## config.mk

```make
export PLATFORM = sky130hd
export DESIGN_NAME = qrs_merge
export DESIGN_NICKNAME = d
export VERILOG_FILES = /design/src/rtl/core/qrs_pkg.sv /design/src/rtl/core/qrs_merge.sv
export SDC_FILE = /design/constraint.sdc
export NUM_CORES = 1
export LEC_CHECK = 0
export ABC_AREA = 0
export BUFFER_PORTS_ARGS = -buffer_cell sky130_fd_sc_hd__clkbuf_2
export CORE_MARGIN = 4
export CORE_UTILIZATION = 50
export CTS_CLUSTER_DIAMETER = 200
export DETAILED_ROUTE_END_ITERATION = 10
export PLACE_DENSITY = 0.78
export SYNTH_ARGS = -nofsm -noshare
export SYNTH_HDL_FRONTEND = slang
export SYNTH_SLANG_ARGS = --single-unit
```

## constraint.sdc

```tcl
create_clock -name clk -period 5.6 [get_ports clk]
set_clock_uncertainty 0.1 [all_clocks]
set_input_delay 0.84 -clock clk [delete_from_list [all_inputs] [get_ports clk]]
set_output_delay 0.84 -clock clk [all_outputs]
set_load 0.005 [all_outputs]
```

## src/rtl/core/qrs_pkg.sv

```systemverilog
// shared constants, arctangent table and helper functions for the
// quadrilateral rectangularity scorer; no dependencies
package qrs_pkg;

  localparam int CORDIC_STAGES_DEF   = 16;
  localparam int ANGLE_FRAC_BITS_DEF = 7;
  localparam int COORD_W             = 20;
  localparam int DIFF_W              = COORD_W + 1;
  localparam int SCORE_W             = 17;
  localparam int TAB_FRAC            = 16;
  localparam int NUM_CORNERS         = 4;
  localparam int RATIO_W             = 26;
  localparam int RECIP_SH            = 34;
  localparam logic [RATIO_W-1:0] RECIP_M = 26'd47721859;

  typedef struct packed {
    logic valid;
    logic found;
  } ctrl_t;

  function automatic int atan_q16(input int i);
    case (i)
      0:  atan_q16 = 2949120;
      1:  atan_q16 = 1740967;
      2:  atan_q16 = 919879;
      3:  atan_q16 = 466945;
      4:  atan_q16 = 234379;
      5:  atan_q16 = 117304;
      6:  atan_q16 = 58666;
      7:  atan_q16 = 29335;
      8:  atan_q16 = 14668;
      9:  atan_q16 = 7334;
      10: atan_q16 = 3667;
      11: atan_q16 = 1833;
      12: atan_q16 = 917;
      13: atan_q16 = 458;
      14: atan_q16 = 229;
      15: atan_q16 = 115;
      16: atan_q16 = 57;
      17: atan_q16 = 29;
      18: atan_q16 = 14;
      19: atan_q16 = 7;
      20: atan_q16 = 4;
      21: atan_q16 = 2;
      22: atan_q16 = 1;
      default: atan_q16 = 0;
    endcase
  endfunction

  // table entry rounded half up to f fractional bits
  function automatic int tab_angle(input int i, input int f);
    int sh;
    sh = TAB_FRAC - f;
    tab_angle = (atan_q16(i) + (1 << (sh - 1))) >>> sh;
  endfunction

endpackage

```

## src/rtl/core/qrs_merge.sv

```systemverilog
// merges the four corner deviations into the q1.16 score
// depends on qrs_pkg
module qrs_merge #(
  parameter int F = qrs_pkg::ANGLE_FRAC_BITS_DEF
) (
  input  logic                          clk,
  input  logic                          rst_n,
  input  qrs_pkg::ctrl_t                ctrl_in,
  input  logic [F+6:0]                  dev0,
  input  logic [F+6:0]                  dev1,
  input  logic [F+6:0]                  dev2,
  input  logic [F+6:0]                  dev3,
  output logic                          valid,
  output logic [qrs_pkg::SCORE_W-1:0]   score
);

  localparam int RW = qrs_pkg::RATIO_W;
  localparam int SW = F + 9;
  localparam logic [SW-1:0] FULL = SW'(360 << F);

  logic [SW-1:0]   sum, num;
  logic [RW-1:0]   v_r;
  logic [2*RW-1:0] prod_r;
  logic [2*RW-1:0] q;
  qrs_pkg::ctrl_t  c1_r, c2_r;
  logic            valid_r;
  logic [qrs_pkg::SCORE_W-1:0] score_r;

  assign sum = SW'(dev0) + SW'(dev1) + SW'(dev2) + SW'(dev3);
  assign num = FULL - sum;
  assign q   = prod_r >> qrs_pkg::RECIP_SH;

  always_ff @(posedge clk) begin
    if (!rst_n) begin
      c1_r    <= '0;
      c2_r    <= '0;
      valid_r <= 1'b0;
    end else begin
      c1_r    <= ctrl_in;
      c2_r    <= c1_r;
      valid_r <= c2_r.valid;
    end
    v_r     <= (RW'(num) << (16 - F)) + RW'(180);
    prod_r  <= (2*RW)'(v_r) * (2*RW)'(qrs_pkg::RECIP_M);
    score_r <= c2_r.found ? q[qrs_pkg::SCORE_W-1:0] : '0;
  end

  assign valid = valid_r;
  assign score = score_r;

endmodule

```

**Word-level counts from Yosys, hierarchy flattened**

Cells that the tools add are included.

- Flip-flop bits (word level): 99
- Latch bits: 0
- Memory bits (writable): 0
- ROM bits: 0
- Input bits: 60
- Output and inout bits: 18
- Word-level logic and storage cells: 14
- Memories: 0

- $add $sub $neg: 5
- Multipliers: 1
- Divide/modulo/power cells: 0
- Magnitude comparators: 0
- Equal/unequal tests: 0
- Shift-type cells: 0
- Multiplexer cells: 0
- Bitwise gates (word level): 0
- Reductions and logical operators: 0

Operators by type and width:

| cell | number |
|---|---|
| multiplier 26 x 26 -> 51 bit, second input constant | 1 |
| adder 25 x 8 -> 26 bit, second input constant | 1 |
| adder 15 x 14 -> 16 bit | 1 |
| adder 16 x 14 -> 16 bit | 1 |
| subtractor 16 bit, first input constant | 1 |
| adder 14 x 14 -> 15 bit | 1 |

**Depth between registers and ports, before layout**

- Depth in word-level cells: 5
- Depth in mapped cells: 23

**Worst setup path before layout**

Ideal clock, no wire load.

- Kind: reg-to-reg
- Start: register v_r[11]
- End: register prod_r[49]
- Library setup time: 0.072 ns
- Arrival time: 5.695 ns
- Data required time: 5.428 ns
- Path slack: -0.268 ns
- Cell stages (with the launch flop): 24
- Buffers on the path: 1
- Period minus slack after synthesis: 5.868 ns
- Cells stage by stage: dfxtp_1 ha_1 clkbuf_1 inv_1 fa_1 fa_1 inv_1 ha_1 inv_1 fa_1 inv_1 fa_1 inv_1 fa_1 inv_1 ha_1 a21o_1 a211oi_1 o21bai_1 a21oi_2 o211ai_2 a221o_2 a311oi_2 xnor2_1

- Longest elaborated chain between the ends: 1

Ends and longest elaborated chain:

| item | RTL line | text |
|---|---|---|
| start, declared | qrs_merge.sv:22 | `logic [RW-1:0] v_r;` |
| start signal, assigned | qrs_merge.sv:43 | `v_r <= (RW'(num) << (16 - F)) + RW'(180);` |
| multiplier 26 x 26 -> 51 bit | qrs_merge.sv:44 | `prod_r <= (2*RW)'(v_r) * (2*RW)'(qrs_pkg::RECIP_M);` |
| end signal, assigned | qrs_merge.sv:44 |  |
| end, declared | qrs_merge.sv:23 | `logic [2*RW-1:0] prod_r;` |

Every way passes these cells.
A chain may end at the register's enable or synchronous reset.

**Final worst setup path**

- Start: register v_r[19]
- End: register prod_r[46]

Same word-level chain as after synthesis.

==> flow_summary.json <==
{
  "synth_most_common_cell": "inv_1",
  "violations": "setup timing",
  "grt_usage": 0.213,
  "synthCells": 1026,
  "cap_violations": 0,
  "slew_viol_final": 0,
  "ios": 78,
  "routed_wirelength_um": 24400,
  "yosysTopAreaCellShare": 0.305,
  "syn_area_mm2": 0.0101,
  "grt_first_pass_wirelength_um": 38500,
  "drt-wirelength-per-cell_um": 16.5,
  "final.setup.tns_ps": -258,
  "fin_ws_ps": -101,
  "path_cells": "buf_12 > ha_4 > fa_1 > inv_1 > fa_1 > inv_1 > ha_1 > inv_1 > fa_1 > inv_1 > fa_1 > ha_1 > ha_1 > nand4_1 > nor4_4 > nand4_2 > buf_6 > o2111ai_4 > o21ai_4 > o21ai_4 > a31oi_2 > xnor2_1",
  "dp_hpwl_um": 20000,
  "coreArea_mm2": 0.0197,
  "grt_pass1_vias": 8003,
  "cts_root_buffer": "clkbuf_16",
  "fmax_ghz": 0.175,
  "grt-ovfl-total": 0,
  "worst-setup-path-type": "flip-flop to flip-flop",
  "via_count": 7712,
  "die_x_um": 150,
  "ys_async_sr_fraction": 0,
  "place_ws_ps": -331,
  "ys_seq_elements": 55,
  "cp.required_ps": 5690,
  "diodes": 0,
  "start_kind": "flip-flop",
  "firstDrtPassIters": 5,
  "endpoint_kind": "flip-flop",
  "placementRows": 51,
  "layout-drive-gt1-share": 0.269,
  "postRouteAntennaNets": 0,
  "outcome": "complete, but fails checks",
  "yosysTopAreaCell": "fa_1",
  "clock_path_buffers": 2,
  "max_slew_margin": 0.664,
  "cp_max_fo": 3,
  "syn_to_final_growth_pct": 24.5,
  "tritoncts": "built",
  "cts.sinks": 55,
  "drc": 0,
  "dieArea_mm2": 0.0226,
  "grt_max_degree": 20,
  "antenna_found_initial": 0,
  "whs_ps": 332,
  "post-route-period-util": 1.02,
  "hp-class": "flip-flop to flip-flop",
  "cts_buffers": 5,
  "finalSetupViolCount": 4,
  "start_util": 0.514,
  "yosysWarnings": 0,
  "synth_common_cells": "inv_1 (267), ha_1 (232), fa_1 (154)",
  "synth_edf_count": 0,
  "rsz0062_at_grt": "true",
  "crit_slowest_cell": "fa_1",
  "crit_arrival_ps": 5790,
  "gp_congestion": 0.930,
  "synth_cell_type_count": 59,
  "via_per_inst": 5.23,
  "syn-num-nets": 1472,
  "synth_ff_type": "dfxtp_1",
  "nets": 1655,
  "clk_latency_ps": 310,
  "slowest_delay_ps": 530,
  "first_iter_violations": 400,
  "syn_area_per_cell_um2": 9.85,
  "clk_transition_reported_paths_ps": 90,
  "die_y_um": 150,
  "ys_top_cells_by_area": "fa_1 (30%), ha_1 (29%), dfxtp_1 (11%)",
  "worst_slew_pin_slew_ps": 497,
  "min_period_ps": 5700,
  "htreeDepth": 2,
  "cts_hold_buffers": 0,
  "yosysSeqAreaShare": 0.109,
  "hold_viol_final": 0,
  "portBuffers": 77
}
-- cells in the final DEF, fill, tap and decap left out, types with 10 or more instances in the layout --
master / netlist / final
inv_1: 267 / 257
a21o_1: 26 / 26
ha_1: 232 / 190
inv_2: 1 / 10
o21ai_0: 19 / 14
nand4_1: 11 / 11
buf_4: 0 / 104
nand2_1: 31 / 28
fa_1: 154 / 150
a21oi_1: 40 / 28
nor2_1: 23 / 20
clkbuf_2: 0 / 77
dfxtp_1: 55 / 41
a21oi_2: 1 / 10
xnor2_1: 28 / 28
ha_4: 0 / 36
and2_1: 24 / 24
-- critical path, delay by kind of cell (launching register included) --
family          cells  cell delay, ps
buf+inv             6             500
xor+xnor            1             150
compound gates      4             660
simple gates        3             690
fa+ha+maj           8            3120
flops               1             370
-- routing by layer --
layer  global-route usage  vias up  routed length [um]
li1                     -     3658                   -
met1                0.281     3729               10400
met2                0.379      271               12100
met3               0.0241       54                1200
met4               0.0462        0                 654
met5                    0        -                   0
-- worst paths after layout --
path                                    startpoint                    to  slack [ps]  cells past startpoint
worst max-delay path               v_r[19]$_DFF_P_    prod_r[46]$_DFF_P_        -100                     22
worst min-delay path            prod_r[44]$_DFF_P_  score[10]$_SDFF_PN0_         330                      1
worst max register to register     v_r[19]$_DFF_P_    prod_r[46]$_DFF_P_        -100                     22
worst min register to register  prod_r[44]$_DFF_P_  score[10]$_SDFF_PN0_         330                      1
-- flip-flops by register name (all words and copies together), names as in the netlist --
signal,flops
prod_r,17
score,17
v_r,16
c1_r,2
c2_r,2
valid,1
-- metrics by stage --
stage | instances | util | area (um^2)
5_1_grt | 1475 | 0.640 | 12600
3_3_place_gp | 1456 | 0.588 | 11600
6_report | 1475 | 0.640 | 12600
3_5_place_dp | 1456 | 0.588 | 11600
2_1_floorplan | 1026 | - | 10100
4_1_cts | 1469 | 0.620 | 12200
-- timing repair --
item | CTS | global route
setup endpoints to repair | 13 | 17
buffers inserted | 5 | 6
resized for setup | 69 | 70
pin swaps | 46 | 43
-- logic make-up after synthesis --
kind of cell    share of synthesized area
mux                               0.00111
fa+ha+maj                           0.592
buf+inv                             0.104
xor+xnor                           0.0329
compound gates                     0.0941
simple gates                       0.0665
flops                               0.109
-- layout make-up --
cell class	count	area, um^2
multi-input combinational	690	8690
fill	1468	7070
timing repair buffer	189	1270
sequential	55	1130
inverter	268	1010
tap	265	332
clock buffer	5	125
clock inverter	3	27.5
Power is left out: the tool's default activity adds up to more than one toggle a clock period on the data nets, which glitch-free logic cannot reach.
